--- src/sv/bgd_pkg.sv ---
`timescale 1ns / 1ps
// ---------------------------------------------------------------------------
// bgd_pkg
// Shared constants, codes and helpers for the ballistic grain deposition block.
// ---------------------------------------------------------------------------
package bgd_pkg;

    localparam int MAX_GRAINS = 1024;
    localparam int GRAIN_AW   = $clog2(MAX_GRAINS);
    localparam int COUNT_W    = GRAIN_AW + 1;
    localparam int MAX_BASE   = 256;
    localparam int MAX_STEPS  = 65535;
    localparam int STEP_W     = 16;

    // shared divider: dividend and divisor widths
    localparam int DIVN_W = 41;
    localparam int DIVD_W = 31;
    localparam int DCNT_W = $clog2(DIVN_W);

    // shared multiplier
    localparam int MUL_W  = 34;
    localparam int PROD_W = 2 * MUL_W;

    typedef enum logic [2:0] {
        CFG_DIAMETER = 3'd0,
        CFG_WIDTH    = 3'd1,
        CFG_HEIGHT   = 3'd2,
        CFG_SITES    = 3'd3,
        CFG_BASE     = 3'd4,
        CFG_DT       = 3'd5,
        CFG_GRAVITY  = 3'd6,
        CFG_GAIN     = 3'd7
    } cfg_idx_t;

    typedef enum logic [1:0] {
        ST_STORED = 2'd0,
        ST_FULL   = 2'd1,
        ST_LIMIT  = 2'd2
    } status_t;

    localparam logic [24:0] RST_DIAMETER = 25'd167772;
    localparam logic [30:0] RST_WIDTH    = 31'd16777216;
    localparam logic [30:0] RST_HEIGHT   = 31'd16777216;
    localparam logic [8:0]  RST_SITES    = 9'd100;
    localparam logic [8:0]  RST_BASE     = 9'd100;
    localparam logic [24:0] RST_DT       = 25'd16777;
    localparam logic [30:0] RST_GRAVITY  = 31'd16777216;
    localparam logic [30:0] RST_GAIN     = 31'd16777216;

    function automatic logic signed [31:0] sat32(input logic signed [PROD_W-1:0] v);
        logic signed [31:0] r;
        if (v[PROD_W-1:31] == '0 || v[PROD_W-1:31] == '1) begin
            r = v[31:0];
        end else if (v[PROD_W-1]) begin
            r = 32'sh80000000;
        end else begin
            r = 32'sh7FFFFFFF;
        end
        return r;
    endfunction

endpackage

--- src/sv/bgd_div.sv ---
`timescale 1ns / 1ps
// ---------------------------------------------------------------------------
// bgd_div
// Restoring divider, one quotient bit per cycle; gives quotient and remainder.
// ---------------------------------------------------------------------------
module bgd_div import bgd_pkg::*; (
    input  logic              aclk,
    input  logic              aresetn,
    input  logic              start,
    input  logic [DIVN_W-1:0] dividend,
    input  logic [DIVD_W-1:0] divisor,
    output logic              busy,
    output logic              done,
    output logic [DIVN_W-1:0] quotient,
    output logic [DIVD_W-1:0] remainder
);

    logic              busy_reg;
    logic              done_reg;
    logic [DCNT_W-1:0] cnt_reg;
    logic [DIVN_W-1:0] quo_reg;
    logic [DIVD_W-1:0] rem_reg;
    logic [DIVD_W-1:0] dvs_reg;
    logic [DIVD_W:0]   trial;
    logic [DIVD_W:0]   diff;
    logic              ge;

    assign trial = {rem_reg, quo_reg[DIVN_W-1]};
    assign ge    = trial >= {1'b0, dvs_reg};
    assign diff  = trial - {1'b0, dvs_reg};

    always_ff @(posedge aclk) begin
        if (!aresetn) begin
            busy_reg <= 1'b0;
            done_reg <= 1'b0;
        end else begin
            done_reg <= 1'b0;
            if (start) begin
                busy_reg <= 1'b1;
                cnt_reg  <= DCNT_W'(DIVN_W - 1);
                quo_reg  <= dividend;
                rem_reg  <= '0;
                dvs_reg  <= divisor;
            end else if (busy_reg) begin
                rem_reg <= ge ? diff[DIVD_W-1:0] : trial[DIVD_W-1:0];
                quo_reg <= {quo_reg[DIVN_W-2:0], ge};
                if (cnt_reg == '0) begin
                    busy_reg <= 1'b0;
                    done_reg <= 1'b1;
                end else begin
                    cnt_reg <= cnt_reg - 1'b1;
                end
            end
        end
    end

    assign busy      = busy_reg;
    assign done      = done_reg;
    assign quotient  = quo_reg;
    assign remainder = rem_reg;

endmodule

--- config.mk ---
export PLATFORM = sky130hd
export DESIGN_NAME = bgd_div
export DESIGN_NICKNAME = d
export VERILOG_FILES = /design/src/sv/bgd_pkg.sv /design/src/sv/bgd_div.sv
export SDC_FILE = /design/constraint.sdc
export NUM_CORES = 1
export LEC_CHECK = 0
export ABC_CLOCK_PERIOD_IN_PS = 6400
export BUFFER_PORTS_ARGS = -buffer_cell sky130_fd_sc_hd__buf_2
export CAP_MARGIN = 15
export CORE_ASPECT_RATIO = 1.2
export CORE_MARGIN = 8
export CORE_UTILIZATION = 30
export DETAILED_ROUTE_END_ITERATION = 8
export SLEW_MARGIN = 20
export SYNTH_ARGS = -nofsm -noshare
export SYNTH_HDL_FRONTEND = slang
export SYNTH_SLANG_ARGS = --single-unit
--- constraint.sdc ---
create_clock -name aclk -period 6.4 [get_ports aclk]
set_input_delay 1.28 -clock aclk [delete_from_list [all_inputs] [get_ports aclk]]
set_output_delay 1.28 -clock aclk [all_outputs]
set_load 0.02 [all_outputs]
==> results.yml, run 1 <==
outcome:
  outcome: "finished clean"
routing:
  drc_errors: 0
  routed_wl_mm: 16.3
  via_per_inst: 4.76
  wl_per_cell_um: 17.1
  antenna_left: 0
  dr.pass1.iters: 4
  drt_iter0_drc: 266
  via_count: 4515
run:
  cap_viol_max_count: 0
logic_synthesis:
  synth_edf_count: 109
  syn_nets: 644
  synth_fa_ha_area_share_pct: 6.96
  synth_top_area_cell: "edfxtp_1"
  ys_ff_latch: 111
  yosysMostFrequentCell: "edfxtp_1"
  synth-simple-area-share_pct: 10.4
  synth_compound_area_share_pct: 12.3
  synth-main-ff-cell: "edfxtp_1"
  yosysUniqueCellTypes: 57
  avgSynthCellArea_um2: 11.6
  synth_xor_area_share_pct: 3.80
  syn_inst: 535
  synth-seq-area-share_pct: 53.3
  netlist_area_mm2: 0.00622
  async_flop_share_pct: 0
  synthMuxAreaShare_pct: 9.34
  synthTopCellsByCount: "edfxtp_1 (109), nor2_1 (53), inv_1 (41)"
  synth_top_family_by_area: "compound AO/OA/AOI/OAI gates"
  ys_top_cells_by_area: "edfxtp_1 (53%), mux2_2 (7.2%), ha_1 (6.6%)"
  netlist.area_leader.share_pct: 52.6
  yosysWarningCount: 0
layout:
  drive_above_1_share_pct: 31.9
  num-fill-cells: 2060
  multiInputGateArea_mm2: 0.00267
  syn2layout_area_growth_pct: 21.3
  final_core_util_pct: 37.1
  register_area_mm2: 0.00331
  fin_nets: 787
  largest_register_ffs: 41
sta:
  slew_viol_final: 0
  worst_pin_slew_ns: 1.01
  setup_viol: 0
  timing.final.crit_share_pct: 57.7
  max_freq_mhz: 271
  min_period_ns: 3.69
  slew_headroom_pct: 32.7
  hold_viol_final: 0
  rsz0062_at_grt: "no"
  setup_tns_ns: 0
  finClkSkew_ns: 0.0128
clocking:
  clkTransAtPathRegs_ns: 0.09
  post-cts-setup-buffers: 0
  worstSkewPairLatency_ns: 0.36
  post_cts_resized: 0
  cts_max_path_buffers: 2
  hold_buffers: 0
  cts-root-buf: "clkbuf_16"
  cts_made_buffers: 9
  h-tree-depth: 3
  clock_sinks: 111
  tritoncts: "done"
min_path:
  whs_path_depth: 2
  holdPathEnd: "done$_SDFF_PP0_"
  hp-class: "flop to flop"
  hold_start: "busy$_SDFF_PN0_"
floorplan:
  initial_utilization_pct: 30.6
  dieWidth_um: 147
  core.rowCount: 57
  pin_count: 149
  die_h_um: 174
  die-area_mm2: 0.0256
  core_area_mm2: 0.0203
setup_path:
  r2r_setup_slack_ns: 2.71
  arrival_ns: 3.80
  worstSetupPathType: "flop to flop"
  required_ns: 6.51
  reg2reg_depth: 11
  path_cells: "inv_1, ha_1, fa_1, nand2b_1, a21oi_1, o211ai_2, a31oi_1, o21bai_2, a21oi_4, nor2_1, a22o_1"
  critPathSlowestCell: "a21oi_4"
  rr_endpoint: "remainder[30]$_SDFFCE_PP0P_"
  crit_buf_inv: 1
  path_delay_family: "compound AO/OA/AOI/OAI gates"
  worstSetupStartpointType: "flop"
  end_kind: "flop"
  critical_path.max_fanout: 26
  cpPeakStageDelay_ns: 0.80
  reg2reg_from: "quotient[40]$_DFFE_PP_"
grt:
  grt_pass1_wl_mm: 25.3
  gr-total-overflow: 0
  antenna_found_initial: 3
  track_usage_pct: 12.5
  grt_pass1_vias: 4856
  grt_start_max_net_pins: 75
placement:
  io_buffers: 148
  dp_hpwl_mm: 11.9
  place_congestion: 0.808
power:
  p_leak_nw: 3.15
  peakVddDrop_uv: 133
  powerDensity_mw_per_mm2: 276
  p_seq_share_pct: 43.9
  pwr-share-comb_pct: 28.9
  p_int_mw: 1.40
  switching_share_pct: 32.9
  p_clk_share_pct: 27.3
  p_switching_uw: 686
routing by layer:
layer | track usage, % | up-vias | share of wire (%)
li1 | - | 2243 | -
met1 | 14.0 | 2119 | 42
met2 | 21.2 | 129 | 48
met3 | 4.86 | 18 | 8.8
met4 | 4.09 | 6 | 1.3
met5 | 0 | - | 0.23
cell usage in the layout (no fill, tap or decap), types with 9 or more instances in the layout:
master	netlist	routed
a21oi_1	35	35
ha_1	33	33
a21o_1	10	10
mux2_2	40	40
nand2_1	37	37
mux2i_1	13	13
buf_2	3	148
inv_1	41	41
clkbuf_16	0	9
o21ai_0	14	14
nor2_1	53	53
nand4_1	11	11
edfxtp_1	109	109
xnor2_1	16	16
xor2_1	11	11
worst max-delay path by stage:
| stage | slack [ns] | depth (start not counted) | startpoint | end |
|---|---|---|---|---|
| 2_1_floorplan | 2.39 | 3 | start | cnt_reg[0]$_SDFFCE_PP0P_ |
| 3_3_place_gp | 2.81 | 11 | quotient[40]$_DFFE_PP_ | remainder[21]$_SDFFCE_PP0P_ |
| 3_5_place_dp | 2.74 | 11 | quotient[40]$_DFFE_PP_ | remainder[26]$_SDFFCE_PP0P_ |
| 4_1_cts | 2.71 | 11 | quotient[40]$_DFFE_PP_ | remainder[30]$_SDFFCE_PP0P_ |
| 5_1_grt | 2.51 | 11 | quotient[40]$_DFFE_PP_ | remainder[30]$_SDFFCE_PP0P_ |
| 6_report | 2.71 | 11 | quotient[40]$_DFFE_PP_ | remainder[30]$_SDFFCE_PP0P_ |
stage by stage:
| stage | setup slack, ns | power [mW] | instances | area [um2] | hold slack (ns) |
|---|---|---|---|---|---|
| 4_1_cts | 2.71 | 2.11 | 947 | 7520 | 0.465 |
| 3_5_place_dp | 2.74 | 1.54 | 931 | 7230 | 0.452 |
| 5_1_grt | 2.51 | 2.20 | 948 | 7540 | 0.499 |
| 2_1_floorplan | 2.39 | 1.37 | 535 | 6220 | 0.523 |
| 3_3_place_gp | 2.81 | 1.53 | 931 | 7230 | 0.447 |
| 6_report | 2.71 | 2.08 | 949 | 7540 | 0.472 |
kinds of logic (layout without fill, tap and decap cells):
| logic type | Yosys count | count (layout) |
|---|---|---|
| adder cells (fa/ha/maj) | 34 | 34 |
| AND/OR/NAND/NOR | 140 | 140 |
| multiplexers | 53 | 53 |
| other | 0 | 1 |
| XOR/XNOR | 27 | 27 |
| flip-flops | 111 | 111 |
| AO/OA/AOI/OAI | 110 | 110 |
| buffers and inverters | 60 | 208 |
cell type report:
type / count / area share (%)
Clock inverter: 7 / 0.863
Timing Repair Buffer: 151 / 10.3
Sequential cell: 111 / 44.0
Tap cell: 265 / 4.40
Multi-Input combinational cell: 364 / 35.4
Clock buffer: 9 / 2.99
Antenna cell: 1 / 0.0332
Inverter: 41 / 2.04
tightest hold or removal path: stages, from the launching register on:
cell     delay, ns
dfxtp_1       0.34
nand2_1       0.06
nor3_1        0.04
power groups by stage:
stage | Sequential [mW] | Clock (mW) | Combinational (mW)
after global routing | 0.924 | 0.606 | 0.665
after global placement | 0.931 | 0 | 0.598
after floorplan | 0.977 | 0 | 0.393
after CTS | 0.917 | 0.588 | 0.606
after detailed placement | 0.932 | 0 | 0.603
final | 0.915 | 0.568 | 0.601
(Power assumes the default switching activity.)
==> run 2: changes to the inputs <==
- ABC_CLOCK_PERIOD_IN_PS: 6400 -> 3800
- clock period: 6.4 -> 3.8 ns (I/O delays scaled with it)
==> results.yml, run 2 (synthesized netlist as in run 1, its figures left out) <==
layout:
  multiInputGateArea_mm2: 0.00267
  register_area_mm2: 0.00331
  drive_above_1_share_pct: 32.1
  syn2layout_area_growth_pct: 22.1
  num-fill-cells: 2102
  fin_nets: 789
  layout_commonest_cell: "buf_2"
  layout_common_cells: "buf_2 (148), edfxtp_1 (109), nor2_1 (53), inv_1 (41), mux2_2 (40)"
  largest_register_ffs: 41
grt:
  grt_pass1_vias: 4944
  grtUsageMet3_pct: 5.67
  track_usage_pct: 12.6
  grt_pass1_wl_mm: 25.6
  gr-total-overflow: 0
  grt_start_max_net_pins: 74
  antenna_found_initial: 1
  grt_use_met2_pct: 21.5
  grt-busiest-layer: "met2"
  use_met1_pct: 14.0
sta:
  slew_headroom_pct: 64.5
  hold_slack_ns: 0.464
  slew_viol_final: 0
  rsz0062_at_grt: "no"
  min_period_ns: 3.17
  max_freq_mhz: 315
  setup_viol: 0
  timing.final.crit_share_pct: 83.5
  setup_tns_ns: 0
  finClkSkew_ns: 0.00919
  worst_pin_slew_ns: 0.530
  hold_viol_final: 0
power:
  p_leak_nw: 3.18
  powerDensity_mw_per_mm2: 472
  peakVddDrop_uv: 270
  total_power_mw: 3.58
placement:
  place_congestion: 0.823
  dp_hpwl_mm: 12.2
  io_buffers: 148
clocking:
  clkTransAtPathRegs_ns: 0.08
  tritoncts: "done"
  cts_max_path_buffers: 2
  post-cts-setup-buffers: 0
  clock_sinks: 111
  cts_made_buffers: 9
  post_cts_resized: 0
  cts-root-buf: "clkbuf_16"
  hold_buffers: 0
  h-tree-depth: 3
  worstSkewPairLatency_ns: 0.36
routing:
  dr.pass1.iters: 4
  via_per_inst: 4.77
  antenna_left: 0
  drc_errors: 0
  drt_iter0_drc: 252
  via_count: 4534
  wl_per_cell_um: 17.2
  routed_wl_mm: 16.3
setup_path:
  worstSetupPathType: "flop to flop"
  required_ns: 4.03
  path_cells: "inv_1, ha_1, fa_1, nand2b_1, a21oi_1, o211ai_2, a31oi_1, o21bai_2, a21o_2, nor2_1, a32o_1"
  reg2reg_depth: 11
  critical_path.max_fanout: 15
  arrival_ns: 3.40
  crit_buf_inv: 1
  end_kind: "flop"
  worstSetupStartpointType: "flop"
  cp.depth: 11
  path_delay_family: "compound AO/OA/AOI/OAI gates"
  r2r_setup_slack_ns: 0.63
  cpPeakStageDelay_ns: 0.46
  critPathSlowestCell: "nor2_1"
floorplan:
  core_area_mm2: 0.0203
  initial_utilization_pct: 30.6
  pin_count: 149
  die-area_mm2: 0.0256
  core.rowCount: 57
  die_h_um: 174
  dieWidth_um: 147
min_path:
  whs_path_depth: 2
  hp-class: "flop to flop"
outcome:
  outcome: "finished clean"
run:
  cap_viol_max_count: 0
-- run 2: final timing paths --
check                               from                           to
setup / recovery  quotient[40]$_DFFE_PP_  remainder[23]$_SDFFCE_PP0P_
hold reg to reg          busy$_SDFF_PN0_              done$_SDFF_PP0_
hold / removal           busy$_SDFF_PN0_              done$_SDFF_PP0_
setup reg to reg  quotient[40]$_DFFE_PP_  remainder[23]$_SDFFCE_PP0P_
-- run 2: final cells by class --
type / instances / area share, %
flip-flops and latches: 111 / 43.6
repair buffers: 153 / 10.6
inverters: 41 / 2.03
well taps: 265 / 4.37
diodes: 1 / 0.0330
clock inverters: 6 / 1.01
clock buffers: 10 / 3.15
multi-input cells: 364 / 35.2
-- run 2: worst reg2reg max path, stage by stage (launching register included) --
cell,delay (ns)
edfxtp_1,0.35
inv_1,0.06
ha_1,0.22
fa_1,0.39
nand2b_1,0.19
a21oi_1,0.28
o211ai_2,0.19
a31oi_1,0.24
o21bai_2,0.11
a21o_2,0.32
nor2_1,0.46
a32o_1,0.25
-- run 2: metal layers --
metal  vias up  wire length, um
met2       122             7940
met4         0              162
li1       2249                -
met3         9             1410
met5         -                0
met1      2154             6820
-- run 2: report_power, final --
part	total (mW)	internal [mW]	leakage [nW]	switching, mW
Sequential	1.54	1.48	1.06	0.0622
Combinational	1.02	0.419	1.97	0.601
Clock	1.02	0.541	0.155	0.480
Total	3.58	2.44	3.18	1.14
-- run 2: per-stage QoR --
step | area [um2] | instances | util, % | worst slack [ns]
2_1_floorplan | 6220 | 535 | - | 0.314
4_1_cts | 7590 | 950 | 37.3 | 0.542
3_3_place_gp | 7270 | 934 | 35.8 | 0.667
6_report | 7590 | 951 | 37.3 | 0.626
5_1_grt | 7590 | 950 | 37.3 | 0.383
3_5_place_dp | 7270 | 934 | 35.8 | 0.593
==> run 3: changes to the inputs <==
- ABC_AREA: default -> 1
- ABC_CLOCK_PERIOD_IN_PS: 3800 -> 3300
- clock period: 3.8 -> 3.3 ns (I/O delays scaled with it)
==> results.yml, run 3 <==
logic_synthesis:
  avgSynthCellArea_um2: 7.56
  yosysUniqueCellTypes: 36
  synthMuxAreaShare_pct: 0
  synthTopCellsByCount: "nand2_1 (370), inv_1 (156), nor2_1 (113)"
  yosysWarningCount: 0
  synth-simple-area-share_pct: 32.3
  netlist_area_mm2: 0.00708
  synth_top_family_by_area: "simple AND/OR/NAND/NOR gates"
  synth_compound_area_share_pct: 3.43
  netlist.area_leader.share_pct: 46.2
  syn_nets: 1046
  synth_top_area_cell: "edfxtp_1"
  ys_ff_latch: 111
  synth_xor_area_share_pct: 1.73
  async_flop_share_pct: 0
  synth-main-ff-cell: "edfxtp_1"
  yosysMostFrequentCell: "nand2_1"
  synth_fa_ha_area_share_pct: 6.11
  syn_inst: 937
  synth-seq-area-share_pct: 46.8
  synth_edf_count: 109
  ys_top_cells_by_area: "edfxtp_1 (46%), nand2_1 (20%), inv_1 (8.3%)"
power:
  p_clk_share_pct: 26.5
  pwr-share-comb_pct: 33.5
  powerDensity_mw_per_mm2: 534
  p_leak_nw: 4.47
  peakVddDrop_uv: 255
  p_int_mw: 2.90
  p_switching_mw: 1.66
  p_seq_share_pct: 40.0
  switching_share_pct: 36.4
clocking:
  hold_buffers: 0
  post_cts_resized: 0
  clock_sinks: 111
  cts_max_path_buffers: 2
  h-tree-depth: 3
  clkTransAtPathRegs_ns: 0.08
  cts-root-buf: "clkbuf_16"
  worstSkewPairLatency_ns: 0.36
  cts_made_buffers: 9
  post-cts-setup-buffers: 0
  tritoncts: "done"
sta:
  hold_slack_ns: 0.472
  timing.final.crit_share_pct: 84.3
  max_freq_mhz: 360
  finClkSkew_ns: 0.0147
  rsz0062_at_grt: "no"
  slew_viol_final: 0
  setup_tns_ns: 0
  setup_ws_ns: 0.519
  slew_headroom_pct: 66.6
  hold_viol_final: 0
  min_period_ns: 2.78
  worst_pin_slew_ns: 0.500
  setup_viol: 0
routing:
  routed_wl_mm: 19.7
  antenna_left: 0
  drc_errors: 0
  via_count: 6044
  wl_per_cell_um: 14.0
  drt_iter0_drc: 342
  dr.pass1.iters: 5
  via_per_inst: 4.30
setup_path:
  path_cells: "inv_1, ha_1, fa_1, inv_1, nand2_1, nand2_1, nand3_1, nand2_1, nand2_2, nand3_2, nand2_4, nand2_4, buf_4, nand2_1, nor2_1, nor2_1"
  critical_path.max_fanout: 29
  critPathSlowestCell: "fa_1"
  crit_buf_inv: 3
  r2r_setup_slack_ns: 0.52
  arrival_ns: 2.90
  end_kind: "flop"
  cpMostUsedCell: "nand2_1"
  required_ns: 3.41
  path_delay_family: "simple AND/OR/NAND/NOR gates"
  worstSetupStartpointType: "flop"
  cpPeakStageDelay_ns: 0.40
  worstSetupPathType: "flop to flop"
grt:
  gr-total-overflow: 0
  grt_pass1_vias: 6256
  grt_pass1_wl_mm: 31.7
  grt_start_max_net_pins: 48
  antenna_found_initial: 0
  track_usage_pct: 14.0
min_path:
  hp-class: "input pin to flop"
floorplan:
  die_h_um: 184
  dieWidth_um: 156
  core_area_mm2: 0.0232
  die-area_mm2: 0.0288
  pin_count: 149
  initial_utilization_pct: 30.5
  core.rowCount: 61
run:
  cap_viol_max_count: 0
layout:
  largest_register_ffs: 41
  drive_above_1_share_pct: 17.5
  layout_commonest_cell: "nand2_1"
  layout_common_cells: "nand2_1 (369), inv_1 (156), buf_2 (148), nor2_1 (113), edfxtp_1 (109)"
  fin_nets: 1194
  antennaDiodeCount: 0
  syn2layout_area_growth_pct: 20.6
placement:
  place_ws_ns: 0.529
  place_congestion: 0.930
  dp_hpwl_mm: 15.2
  io_buffers: 148
outcome:
  outcome: "finished clean"
## run 3: worst reg2reg max path: cells and delay by family (launching register included)
kind	cells	cell delay, ns
simple gates	11	1.04
flops	1	0.38
fa+ha+maj	2	0.62
buf+inv	3	0.50
## run 3: kinds of logic after synthesis
| logic type | count (synthesis) |
|---|---|
| XOR/XNOR | 14 |
| AO/OA/AOI/OAI | 46 |
| AND/OR/NAND/NOR | 556 |
| adder cells (fa/ha/maj) | 34 |
| flip-flops | 111 |
| buffers and inverters | 176 |
## run 3: power by group through the flow
stage               Sequential, mW  Clock [mW]  Combinational, mW
detailed placement            1.86           0               1.54
global route                  1.85        1.30               1.74
floorplan                     1.97           0              0.960
finish                        1.82        1.21               1.53
CTS                           1.83        1.25               1.55
global placement              1.85           0               1.54
## run 3: metrics by stage
stage | util (%) | instance area [um2] | cells | total power, mW
after global routing | 36.8 | 8540 | 1405 | 4.89
final | 36.8 | 8540 | 1405 | 4.56
after global placement | 35.4 | 8220 | 1389 | 3.39
after detailed placement | 35.4 | 8220 | 1389 | 3.40
after CTS | 36.8 | 8540 | 1405 | 4.63
after floorplan | - | 7080 | 937 | 2.93
## run 3: routing by layer
metal	wire length, um	vias up	global-route usage [%]	share of wire, %
li1	-	3197	-	-
met1	8500	2689	16.0	43
met2	9610	136	24.4	49
met3	1110	22	4.01	5.7
met4	422	0	4.81	2.1
met5	0	-	0	0
## run 3: path summary, 6_finish.rpt
check,depth (start not counted),start,to
min reg2reg,2,busy$_SDFF_PN0_,done$_SDFF_PP0_
max,16,quotient[40]$_DFFE_PP_,remainder[21]$_SDFFCE_PP0P_
min,1,divisor[5],dvs_reg[5]$_DFFE_PP_
max reg2reg,16,quotient[40]$_DFFE_PP_,remainder[21]$_SDFFCE_PP0P_
## run 3: layout make-up
cell class | count | area (um2)
fill | 2478 | 14700
sequential | 111 | 3310
multi-input combinational | 650 | 3090
timing repair buffer | 156 | 826
inverter | 157 | 589
tap | 315 | 394
clock buffer | 11 | 253
clock inverter | 5 | 70.1
